### config.mk
export PLATFORM = sky130hd
export DESIGN_NAME = rpn_stack_calculator_unit
export DESIGN_NICKNAME = d
export VERILOG_FILES = /design/src/rtl/rpn_pkg.sv /design/src/rtl/rpn_div.sv /design/src/rtl/rpn_dpath.sv /design/src/rtl/rpn_ctrl.sv /design/src/rtl/rpn_stack_calculator_unit.sv
export SDC_FILE = /design/constraint.sdc
export NUM_CORES = 2
export LEC_CHECK = 0
export ABC_AREA = 1
export BUFFER_PORTS_ARGS = -buffer_cell sky130_fd_sc_hd__buf_2
export CAP_MARGIN = 0
export CORE_MARGIN = 3
export CORE_UTILIZATION = 50
export CTS_CLUSTER_DIAMETER = 80
export CTS_CLUSTER_SIZE = 40
export DETAILED_ROUTE_END_ITERATION = 8
export GPL_ROUTABILITY_DRIVEN = 0
export PLACE_DENSITY = 0.66
export REMOVE_ABC_BUFFERS = 1
export SYNTH_ARGS = -nofsm -noshare
export SYNTH_HDL_FRONTEND = slang
export SYNTH_SLANG_ARGS = --single-unit
### constraint.sdc
create_clock -name clk -period 22 [get_ports clk]
set_clock_uncertainty 0.1 [all_clocks]
set_input_delay 6.6 -clock clk [delete_from_list [all_inputs] [get_ports clk]]
set_output_delay 6.6 -clock clk [all_outputs]
set_load 0.02 [all_outputs]
### src/rtl/rpn_pkg.sv
// shared types and constants for the rpn stack calculator
`default_nettype none

package rpn_pkg;

    localparam int DATA_W    = 32;
    localparam int OP_W      = 3;
    localparam int DEPTH_W   = 5;
    localparam int DIV_STEPS = 32;
    localparam int DIV_CW    = $clog2(DIV_STEPS);

    typedef enum logic [OP_W-1:0] {
        OP_PUSH = 3'd0,
        OP_ADD  = 3'd1,
        OP_SUB  = 3'd2,
        OP_MUL  = 3'd3,
        OP_DIV  = 3'd4,
        OP_POP  = 3'd5
    } op_t;

    typedef enum logic [1:0] {
        ST_OK      = 2'd0,
        ST_UNDER   = 2'd1,
        ST_OVER    = 2'd2,
        ST_DIVZERO = 2'd3
    } status_t;

    typedef enum logic [1:0] {
        TOP_CUR     = 2'd0,
        TOP_ZERO    = 2'd1,
        TOP_OPERAND = 2'd2,
        TOP_RESULT  = 2'd3
    } top_sel_t;

    typedef enum logic [1:0] {
        SP_HOLD = 2'd0,
        SP_INC  = 2'd1,
        SP_DEC  = 2'd2
    } sp_act_t;

    typedef enum logic [2:0] {
        S_IDLE   = 3'd0,
        S_FETCH  = 3'd1,
        S_EXEC   = 3'd2,
        S_DIV    = 3'd3,
        S_COMMIT = 3'd4
    } state_t;

    typedef struct packed {
        logic     load;
        logic     fetch;
        logic     alu_load;
        logic     div_start;
        logic     respond;
        status_t  status;
        top_sel_t top_sel;
        sp_act_t  sp_act;
        logic     wr_push;
        logic     wr_result;
    } cmd_t;

    typedef struct packed {
        op_t  op;
        logic sp_zero;
        logic sp_lt2;
        logic sp_full;
        logic b_zero;
        logic div_busy;
    } stat_t;

endpackage

`default_nettype wire

### src/rtl/rpn_div.sv
// iterative signed divider, one quotient bit per cycle, truncating toward zero
`default_nettype none

module rpn_div (
    input  wire logic                       clk,
    input  wire logic                       rst_n,
    input  wire logic                       start,
    input  wire logic [rpn_pkg::DATA_W-1:0] dividend,
    input  wire logic [rpn_pkg::DATA_W-1:0] divisor,
    output logic                            busy,
    output logic [rpn_pkg::DATA_W-1:0]      quotient
);
    import rpn_pkg::*;

    logic                busy_reg, busy_next;
    logic [DIV_CW-1:0]   cnt_reg, cnt_next;
    logic [DATA_W-1:0]   rem_reg, quo_reg, dvs_reg;
    logic                neg_reg;
    logic [DATA_W-1:0]   mag_a, mag_b;
    logic [DATA_W:0]     shifted, diff;

    assign mag_a   = dividend[DATA_W-1] ? (DATA_W'(0) - dividend) : dividend;
    assign mag_b   = divisor[DATA_W-1] ? (DATA_W'(0) - divisor) : divisor;
    assign shifted = {rem_reg, quo_reg[DATA_W-1]};
    assign diff    = shifted - {1'b0, dvs_reg};

    always_comb
    begin
        busy_next = busy_reg;
        cnt_next  = cnt_reg;
        if (start)
        begin
            busy_next = 1'b1;
            cnt_next  = DIV_CW'(DIV_STEPS - 1);
        end
        else if (busy_reg)
        begin
            if (cnt_reg == '0)
            begin
                busy_next = 1'b0;
            end
            else
            begin
                cnt_next = cnt_reg - DIV_CW'(1);
            end
        end
    end

    always_ff @(posedge clk or negedge rst_n)
    begin
        if (!rst_n)
        begin
            busy_reg <= 1'b0;
            cnt_reg  <= '0;
        end
        else
        begin
            busy_reg <= busy_next;
            cnt_reg  <= cnt_next;
        end
    end

    always_ff @(posedge clk)
    begin
        if (start)
        begin
            rem_reg <= '0;
            quo_reg <= mag_a;
            dvs_reg <= mag_b;
            neg_reg <= dividend[DATA_W-1] ^ divisor[DATA_W-1];
        end
        else if (busy_reg)
        begin
            if (!diff[DATA_W])
            begin
                rem_reg <= diff[DATA_W-1:0];
                quo_reg <= {quo_reg[DATA_W-2:0], 1'b1};
            end
            else
            begin
                rem_reg <= shifted[DATA_W-1:0];
                quo_reg <= {quo_reg[DATA_W-2:0], 1'b0};
            end
        end
    end

    assign busy     = busy_reg;
    assign quotient = neg_reg ? (DATA_W'(0) - quo_reg) : quo_reg;

endmodule

`default_nettype wire

### src/rtl/rpn_dpath.sv
// datapath: operand stack memory, stack pointer, alu, divider and result registers
`default_nettype none

module rpn_dpath #(
    parameter int STACK_DEPTH = 16
) (
    input  wire logic                        clk,
    input  wire logic                        rst_n,
    input  wire rpn_pkg::cmd_t               cmd,
    output rpn_pkg::stat_t                   stat,
    input  wire logic [rpn_pkg::OP_W-1:0]    op,
    input  wire logic signed [rpn_pkg::DATA_W-1:0] operand,
    output logic                             done,
    output logic signed [rpn_pkg::DATA_W-1:0] top_value,
    output logic [rpn_pkg::DEPTH_W-1:0]      stack_depth,
    output logic [1:0]                       status
);
    import rpn_pkg::*;

    localparam int PW = $clog2(STACK_DEPTH + 1);
    localparam int AW = $clog2(STACK_DEPTH);

    logic [DATA_W-1:0] mem [STACK_DEPTH];

    logic [PW-1:0]     sp_reg, sp_next;
    logic              done_reg;
    op_t               op_reg;
    logic [DATA_W-1:0] operand_reg, a_reg, b_reg, alu_reg, top_value_reg;
    status_t           status_reg;

    logic [PW-1:0]     sp_m1, sp_m2;
    logic [DATA_W-1:0] div_q, result, cur_top, top_sel_val, wr_data;
    logic [DATA_W*2-1:0] product;
    logic [AW-1:0]     wr_addr;
    logic              wr_en, div_busy;
    logic [PW+DEPTH_W-1:0] sp_ext;

    assign sp_m1 = sp_reg - PW'(1);
    assign sp_m2 = sp_reg - PW'(2);

    rpn_div u_div (
        .clk      (clk),
        .rst_n    (rst_n),
        .start    (cmd.div_start),
        .dividend (a_reg),
        .divisor  (b_reg),
        .busy     (div_busy),
        .quotient (div_q)
    );

    assign product = a_reg * b_reg;
    assign result  = (op_reg == OP_DIV) ? div_q : alu_reg;
    assign cur_top = (sp_reg == '0) ? '0 : b_reg;

    always_comb
    begin
        unique case (cmd.top_sel)
            TOP_CUR:     top_sel_val = cur_top;
            TOP_ZERO:    top_sel_val = '0;
            TOP_OPERAND: top_sel_val = operand_reg;
            TOP_RESULT:  top_sel_val = result;
            default:     top_sel_val = cur_top;
        endcase
    end

    assign wr_en   = cmd.wr_push | cmd.wr_result;
    assign wr_addr = cmd.wr_push ? sp_reg[AW-1:0] : sp_m2[AW-1:0];
    assign wr_data = cmd.wr_push ? operand_reg : result;

    always_ff @(posedge clk)
    begin
        if (wr_en)
        begin
            mem[wr_addr] <= wr_data;
        end
        if (cmd.fetch)
        begin
            b_reg <= mem[sp_m1[AW-1:0]];
            a_reg <= mem[sp_m2[AW-1:0]];
        end
    end

    always_comb
    begin
        case (cmd.sp_act)
            SP_INC:  sp_next = sp_reg + PW'(1);
            SP_DEC:  sp_next = sp_m1;
            default: sp_next = sp_reg;
        endcase
    end

    always_ff @(posedge clk or negedge rst_n)
    begin
        if (!rst_n)
        begin
            sp_reg   <= '0;
            done_reg <= 1'b0;
        end
        else
        begin
            sp_reg   <= sp_next;
            done_reg <= cmd.respond;
        end
    end

    always_ff @(posedge clk)
    begin
        if (cmd.load)
        begin
            op_reg      <= op_t'(op);
            operand_reg <= operand;
        end
        if (cmd.alu_load)
        begin
            case (op_reg)
                OP_SUB:  alu_reg <= a_reg - b_reg;
                OP_MUL:  alu_reg <= product[DATA_W-1:0];
                default: alu_reg <= a_reg + b_reg;
            endcase
        end
        if (cmd.respond)
        begin
            top_value_reg <= top_sel_val;
            status_reg    <= cmd.status;
        end
    end

    assign stat.op       = op_reg;
    assign stat.sp_zero  = (sp_reg == '0);
    assign stat.sp_lt2   = (sp_reg < PW'(2));
    assign stat.sp_full  = (sp_reg == PW'(STACK_DEPTH));
    assign stat.b_zero   = (b_reg == '0);
    assign stat.div_busy = div_busy;

    assign sp_ext      = {{DEPTH_W{1'b0}}, sp_reg};
    assign done        = done_reg;
    assign top_value   = top_value_reg;
    assign stack_depth = sp_ext[DEPTH_W-1:0];
    assign status      = status_reg;

endmodule

`default_nettype wire

### src/rtl/rpn_ctrl.sv
// controller state machine sequencing fetch, execute, divide and commit
`default_nettype none

module rpn_ctrl (
    input  wire logic           clk,
    input  wire logic           rst_n,
    input  wire logic           start,
    input  wire rpn_pkg::stat_t stat,
    output rpn_pkg::cmd_t       cmd,
    output logic                busy
);
    import rpn_pkg::*;

    state_t state_reg, state_next;

    always_ff @(posedge clk or negedge rst_n)
    begin
        if (!rst_n)
        begin
            state_reg <= S_IDLE;
        end
        else
        begin
            state_reg <= state_next;
        end
    end

    always_comb
    begin
        state_next = state_reg;
        cmd        = '0;
        unique case (state_reg)
            S_IDLE:
            begin
                if (start)
                begin
                    cmd.load   = 1'b1;
                    state_next = S_FETCH;
                end
            end
            S_FETCH:
            begin
                cmd.fetch  = 1'b1;
                state_next = S_EXEC;
            end
            S_EXEC:
            begin
                cmd.alu_load = 1'b1;
                if (stat.op == OP_DIV && !stat.sp_lt2 && !stat.b_zero)
                begin
                    cmd.div_start = 1'b1;
                    state_next    = S_DIV;
                end
                else
                begin
                    state_next = S_COMMIT;
                end
            end
            S_DIV:
            begin
                if (!stat.div_busy)
                begin
                    state_next = S_COMMIT;
                end
            end
            S_COMMIT:
            begin
                cmd.respond = 1'b1;
                cmd.status  = ST_OK;
                cmd.top_sel = TOP_CUR;
                cmd.sp_act  = SP_HOLD;
                unique case (stat.op) inside
                    OP_PUSH:
                    begin
                        if (stat.sp_full)
                        begin
                            cmd.status = ST_OVER;
                        end
                        else
                        begin
                            cmd.wr_push = 1'b1;
                            cmd.sp_act  = SP_INC;
                            cmd.top_sel = TOP_OPERAND;
                        end
                    end
                    OP_POP:
                    begin
                        if (stat.sp_zero)
                        begin
                            cmd.status  = ST_UNDER;
                            cmd.top_sel = TOP_ZERO;
                        end
                        else
                        begin
                            cmd.sp_act = SP_DEC;
                        end
                    end
                    OP_ADD, OP_SUB, OP_MUL, OP_DIV:
                    begin
                        if (stat.sp_lt2)
                        begin
                            cmd.status = ST_UNDER;
                        end
                        else if (stat.op == OP_DIV && stat.b_zero)
                        begin
                            cmd.status = ST_DIVZERO;
                        end
                        else
                        begin
                            cmd.wr_result = 1'b1;
                            cmd.sp_act    = SP_DEC;
                            cmd.top_sel   = TOP_RESULT;
                        end
                    end
                    default:
                    begin
                        cmd.status = ST_OK;
                    end
                endcase
                state_next = S_IDLE;
            end
            default:
            begin
                state_next = S_IDLE;
            end
        endcase
    end

    assign busy = (state_reg != S_IDLE);

endmodule

`default_nettype wire

### src/rtl/rpn_stack_calculator_unit.sv
// top level of the rpn stack calculator: controller plus datapath
`default_nettype none

// Evaluates reverse Polish integer expressions on a stack of STACK_DEPTH
// 32-bit entries. A request is taken when start is high and busy is low; its
// single result appears for one cycle on top_value, stack_depth and status
// with done high, and cannot be held off. Push, pop, add, subtract, multiply,
// undefined op codes and every faulting request pass through fetch, execute
// and commit states; a divide also waits in a divide state for the restoring
// divider that retires one quotient bit per cycle. The result strobe shows in
// the idle cycle, so the next request may be accepted while done is high.
// Faults (underflow, overflow, divide by zero) leave the stack unchanged.
module rpn_stack_calculator_unit #(
    parameter int STACK_DEPTH = 16
) (
    input  wire logic                               clk,
    input  wire logic                               rst_n,
    input  wire logic                               start,
    output logic                                    busy,
    input  wire logic [rpn_pkg::OP_W-1:0]           op,
    input  wire logic signed [rpn_pkg::DATA_W-1:0]  operand,
    output logic                                    done,
    output logic signed [rpn_pkg::DATA_W-1:0]       top_value,
    output logic [rpn_pkg::DEPTH_W-1:0]             stack_depth,
    output logic [1:0]                              status
);
    import rpn_pkg::*;

    cmd_t  cmd;
    stat_t stat;

    rpn_ctrl u_ctrl (
        .clk   (clk),
        .rst_n (rst_n),
        .start (start),
        .stat  (stat),
        .cmd   (cmd),
        .busy  (busy)
    );

    rpn_dpath #(
        .STACK_DEPTH (STACK_DEPTH)
    ) u_dpath (
        .clk         (clk),
        .rst_n       (rst_n),
        .cmd         (cmd),
        .stat        (stat),
        .op          (op),
        .operand     (operand),
        .done        (done),
        .top_value   (top_value),
        .stack_depth (stack_depth),
        .status      (status)
    );

    a_done_idle: assert property (@(posedge clk) disable iff (!rst_n)
        done |-> !busy)
        else $error("result strobe while busy");

    a_accept_busy: assert property (@(posedge clk) disable iff (!rst_n)
        start && !busy |=> busy && !done)
        else $error("accepted request did not start work");

    a_over_full: assert property (@(posedge clk) disable iff (!rst_n)
        done && status == ST_OVER |-> stack_depth == DEPTH_W'(STACK_DEPTH))
        else $error("overflow reported on a stack that is not full");

    a_divzero_top: assert property (@(posedge clk) disable iff (!rst_n)
        done && status == ST_DIVZERO |-> top_value == '0 && stack_depth >= DEPTH_W'(2))
        else $error("divide by zero with a nonzero divisor or short stack");

endmodule

`default_nettype wire

After elaboration in Yosys (flattened, before gate mapping)

Memories as Yosys holds them, arrays and structs flattened. A register that Yosys moved wholly into a read port is not among the register bits.
Index checks and enable logic that the tools add are counted.

Divide/modulo/power cells: 0
Shifts and indexed selects: 0
Add/sub/neg operators: 10
Multiply operators: 1
$lt $le $gt $ge: 1
Muxes and demuxes: 46
Reduce and logical (&&, ||, !) cells: 17
Bitwise gates (word level): 2
Equal/unequal tests: 18

Operators with widths:

| kind                    | count |
|---|---|
| $mux W32                | 8 |
| $pmux W32 S4            | 1 |
| $sub A1 B32 Y32 const A | 3 |
| $pmux W32 S2            | 1 |
| $sub A33 B32 Y33        | 1 |
| $add A32 B32 Y32        | 1 |
| $logic_not A32 Y1       | 1 |
| $mul A32 B32 Y32        | 1 |
| $sub A32 B32 Y32        | 1 |
| $mux W31                | 1 |
| $mux W5                 | 4 |
| $mux W1                 | 14 |
| $eq A3 B2 Y1 const B    | 4 |
| $mux W3                 | 4 |
| $mux W4                 | 3 |
| $pmux W3 S4             | 1 |
| $pmux W4 S3             | 1 |
| $logic_not A5 Y1        | 2 |
| $mux W2                 | 5 |
| $pmux W5 S2             | 1 |
| $sub A5 B1 Y5 const B   | 2 |
| $eq A3 B3 Y1 const B    | 3 |
| $mux W9                 | 1 |
| $eq A2 B2 Y1 const B    | 3 |
| other kinds (18)        | 28 |

Memory bits (read-only): 0
RAM bits: 512
Register bits: 213
Word-level logic and storage cells: 111
Latch bits: 0
Memories: 1
Output and inout bits: 41

Memory list:

| memory      | words | bits a word | read ports | clocked after Yosys merged registers in | write ports | line            | source |
|---|---|---|---|---|---|---|---|
| u_dpath.mem | 16    | 32          | 2          | 2                                       | 1           | rpn_dpath.sv:23 | `logic [DATA_W-1:0] mem [STACK_DEPTH];` |

Longest topological paths before layout

Depth in word-level cells: 9
Gate-level depth with buffers: 36
Mapped depth without buffers: 34

Modules after synthesis

A second synthesis with hierarchy kept.

Cell total of the unflattened synthesis: 7248
Area, all modules: 60561.8 um2

By module, submodules not included:

| module    | area each (um2) | cells each | sequential area each (um2) | times used |
|---|---|---|---|---|
| rpn_dpath | 51152.8         | 5746       | 20479.6                    | 1 |
| rpn_div   | 9085.0          | 1448       | 2742.6                     | 1 |
| rpn_ctrl  | 324.1           | 54         | 75.1                       | 1 |

Worst setup path before layout

OpenSTA, ideal clock, no wires.

Path type: in2reg
From: input start
To: register u_dpath.op_reg[0] (enable)
Library setup time: 0.427 ns
Slack: 13.363 ns
Buffers on the path: 0
Cell stages on the path: 2
Required time: 21.473 ns
Arrival time: 8.109 ns
Path through: inv_1 -> nor2_1

RTL lines:

| item                 | line                            | source |
|---|---|---|
| start, declared      | rpn_stack_calculator_unit.sv:18 | `input wire logic start,` |
| end signal, assigned | rpn_dpath.sv:110                | `op_reg <= op_t'(op);` |
| end, declared        | rpn_dpath.sv:27                 | `op_t op_reg;` |

Worst setup path after layout

From: register u_dpath.sp_reg[0], in the netlist u_dpath.stack_depth[0]
To: output stack_depth[0] (netlist bit)

RTL lines:

| item                   | line                            | source |
|---|---|---|
| start, declared        | rpn_dpath.sv:25                 | `logic [PW-1:0] sp_reg, sp_next;` |
| start signal, assigned | rpn_dpath.sv:101                | `sp_reg <= sp_next;` |
| end, declared          | rpn_stack_calculator_unit.sv:24 | `output logic [rpn_pkg::DEPTH_W-1:0] stack_depth,` |

No word-level cell between the ends.

==> impl_metrics.toml <==
[clock_network]
cts_tree = "yes"
cts_setup_buffers = 0
cts_root_buf = "clkbuf_16"
cts_hold_buf = 0
cts.clk_slew.worst_paths_ps = 120
cts.path.max_buffers = 3
cts_resized = 0
cts_sinks = 789
insertion_delay_ps = 700
cts_made_buffers = 41
cts-htree-levels = 2

[routing]
drtPass1Iterations = 6
ant_nets = 0
drt_iter0_drc = 5131
drc = 0
post_drt_wl_per_cell_um = 22.5
viasPerCell = 5.85
drt-total-wl_um = 186000
vias = 48500

[status]
status = "complete, no violations"

[cells_and_area]
syn2layout_area_growth_pct = 5.95
largest_register = "u_dpath.mem"
layout-drive-gt1-share = 0.0559
fill_cells = 10600
fin_nets = 7381
largest_reg_flops = 512

[synth]
synth_edf_count = 742
synthDistinctLibCells = 58
yosys_warnings = 0
netlist_top_cells_count = "1395 x nand2_1, 1165 x inv_1, 790 x o21ai_0"
yosys_most_used_dff = "edfxtp_1"
synth_area_leader_cell = "edfxtp_1"
synthArstFlopShare = 0.0190
synth-seq-cells = 789
yosysSeqAreaShare = 0.395
netlist_instances = 6897
synth_area_um2 = 59000
synth_top_area_frac = 0.377
synth.most_common_cell = "nand2_1"
synthTopCellsByArea = "edfxtp_1 38%, fa_1 14%, nand2_1 8.9%"
syn_avg_cell_area_um2 = 8.56

[hold_path]
hold_depth = 2
hp-class = "reg2reg"

[die]
coreArea_um2 = 117000
initial_utilization = 0.506
die-area_um2 = 122000
ios = 79
die_h_um = 350
fp.dieW_um = 350
row_count = 125

[timing]
hold_viol_final = 0
slew_headroom = 0.217
rsz0062_at_grt = "no"
finalMaxSlewViolations = 0
fin_crit_sh = 0.391
max_freq_mhz = 116
period_needed_ps = 8600
worst_slack_ps = 13400
worstMarginPinSlew_ps = 1170
setup_viol = 0

[critical_path]
rr_worst_depth = 24
end_kind = "primary output"
worstSetupStartpointType = "flop"
crit_buf_inv = 1
cp.required_ps = 15300
path_depth = 1
path_delay_family = "flip-flops"
crit_type = "reg2out"
worstPathMaxFanout = 43
worstPathCellList = "buf_2"
crit_arrival_ps = 1900
max_stage_delay_ps = 840
slowest_stage = "dfrtp_4"

[global_routing]
grt_max_degree = 269
grt_first_pass_wirelength_um = 279000
grt_antenna_before_repair = 7
grtUsageTotal = 0.302
grt_pass1_vias = 46400
grt_remaining_overflow = 0

[placed_design]
dp_hpwl_um = 122000
portBuffers = 78
pre_cts_ws_ps = 14120

[job]
maxCapViolCount = 0
==> cell usage in the layout, fill, tap and decap left out, drive strengths merged, types with 2 or more instances in the layout <==
cell	instances
a21boi	4
a21o	17
a21oi	373
a221oi	4
a31oi	18
buf	209
clkbuf	42
clkinv	19
clkinvlp	2
dfrtp	15
dfxtp	32
edfxtp	742
fa	410
ha	198
inv	1188
nand2	1400
nand3	265
nand3b	9
nand4	20
nor2	461
nor3	42
nor4	16
o211a	2
o211ai	174
o21a	3
o21ai	801
o21bai	14
o221ai	74
o22ai	45
o31ai	5
or2	19
xnor2	56
xor2	80
==> stage by stage <==
step	cells	utilization	hold slack, ps	setup TNS, ps	cell area (um^2)
after floorplan	6483	-	344	-4976970	57400
after global placement	8215	0.522	361	0	60900
after detailed placement	8216	0.522	364	0	60900
after CTS	8292	0.536	377	0	62600
after global routing	8292	0.536	401	0	62600
final	8293	0.536	377	0	62600
==> kinds of logic after synthesis <==
| kind of cell | share of synthesized area |
|---|---|
| AO/OA/AOI/OAI | 0.147 |
| XOR/XNOR | 0.0202 |
| adder cells (fa/ha/maj) | 0.181 |
| buffers and inverters | 0.103 |
| flip-flops | 0.395 |
| AND/OR/NAND/NOR | 0.154 |
==> area by class of cell <==
cell class	instances	area [um^2]	share of cell area
Antenna cell	1	2.50	0.0000400
Clock buffer	42	1050	0.0168
Clock inverter	34	597	0.00954
Inverter	1176	4430	0.0708
Multi-Input combinational cell	4518	29900	0.477
Sequential cell	789	23300	0.373
Tap cell	1524	1910	0.0305
Timing Repair Buffer	209	1400	0.0224
==> path summary, 6_finish.rpt <==
| kind | startpoint | end | slack [ps] |
|---|---|---|---|
| hold / removal | u_dpath.u_div.rem_reg[31]$_SDFFE_PP0P_ | u_dpath.u_div.rem_reg[31]$_SDFFE_PP0P_ | 380 |
| min in group asynchronous | rst_n | u_dpath.stack_depth[3]$_DFFE_PN0P_ | 5720 |
| max in group asynchronous | rst_n | u_dpath.u_div.cnt_reg[0]$_DFFE_PN0P_ | 15710 |
| setup reg to reg | u_dpath.a_reg[5]$_DFFE_PP_ | u_dpath.alu_reg[23]$_DFFE_PN_ | 14480 |
| setup / recovery | u_dpath.stack_depth[0]$_DFFE_PN0P_ | stack_depth[0] | 13400 |
| hold reg to reg | u_dpath.u_div.rem_reg[31]$_SDFFE_PP0P_ | u_dpath.u_div.rem_reg[31]$_SDFFE_PP0P_ | 380 |
==> per-layer routing <==
metal / global-route usage / vias up / wire [um]
li1: - / 22200 / -
met1: 0.399 / 23200 / 72300
met2: 0.481 / 2547 / 84000
met3: 0.0600 / 505 / 19700
met4: 0.144 / 6 / 10200
met5: 0 / - / 54
Power is not shown: default switching activity piles up to over one toggle a cycle in this logic, so the estimate is an artifact.
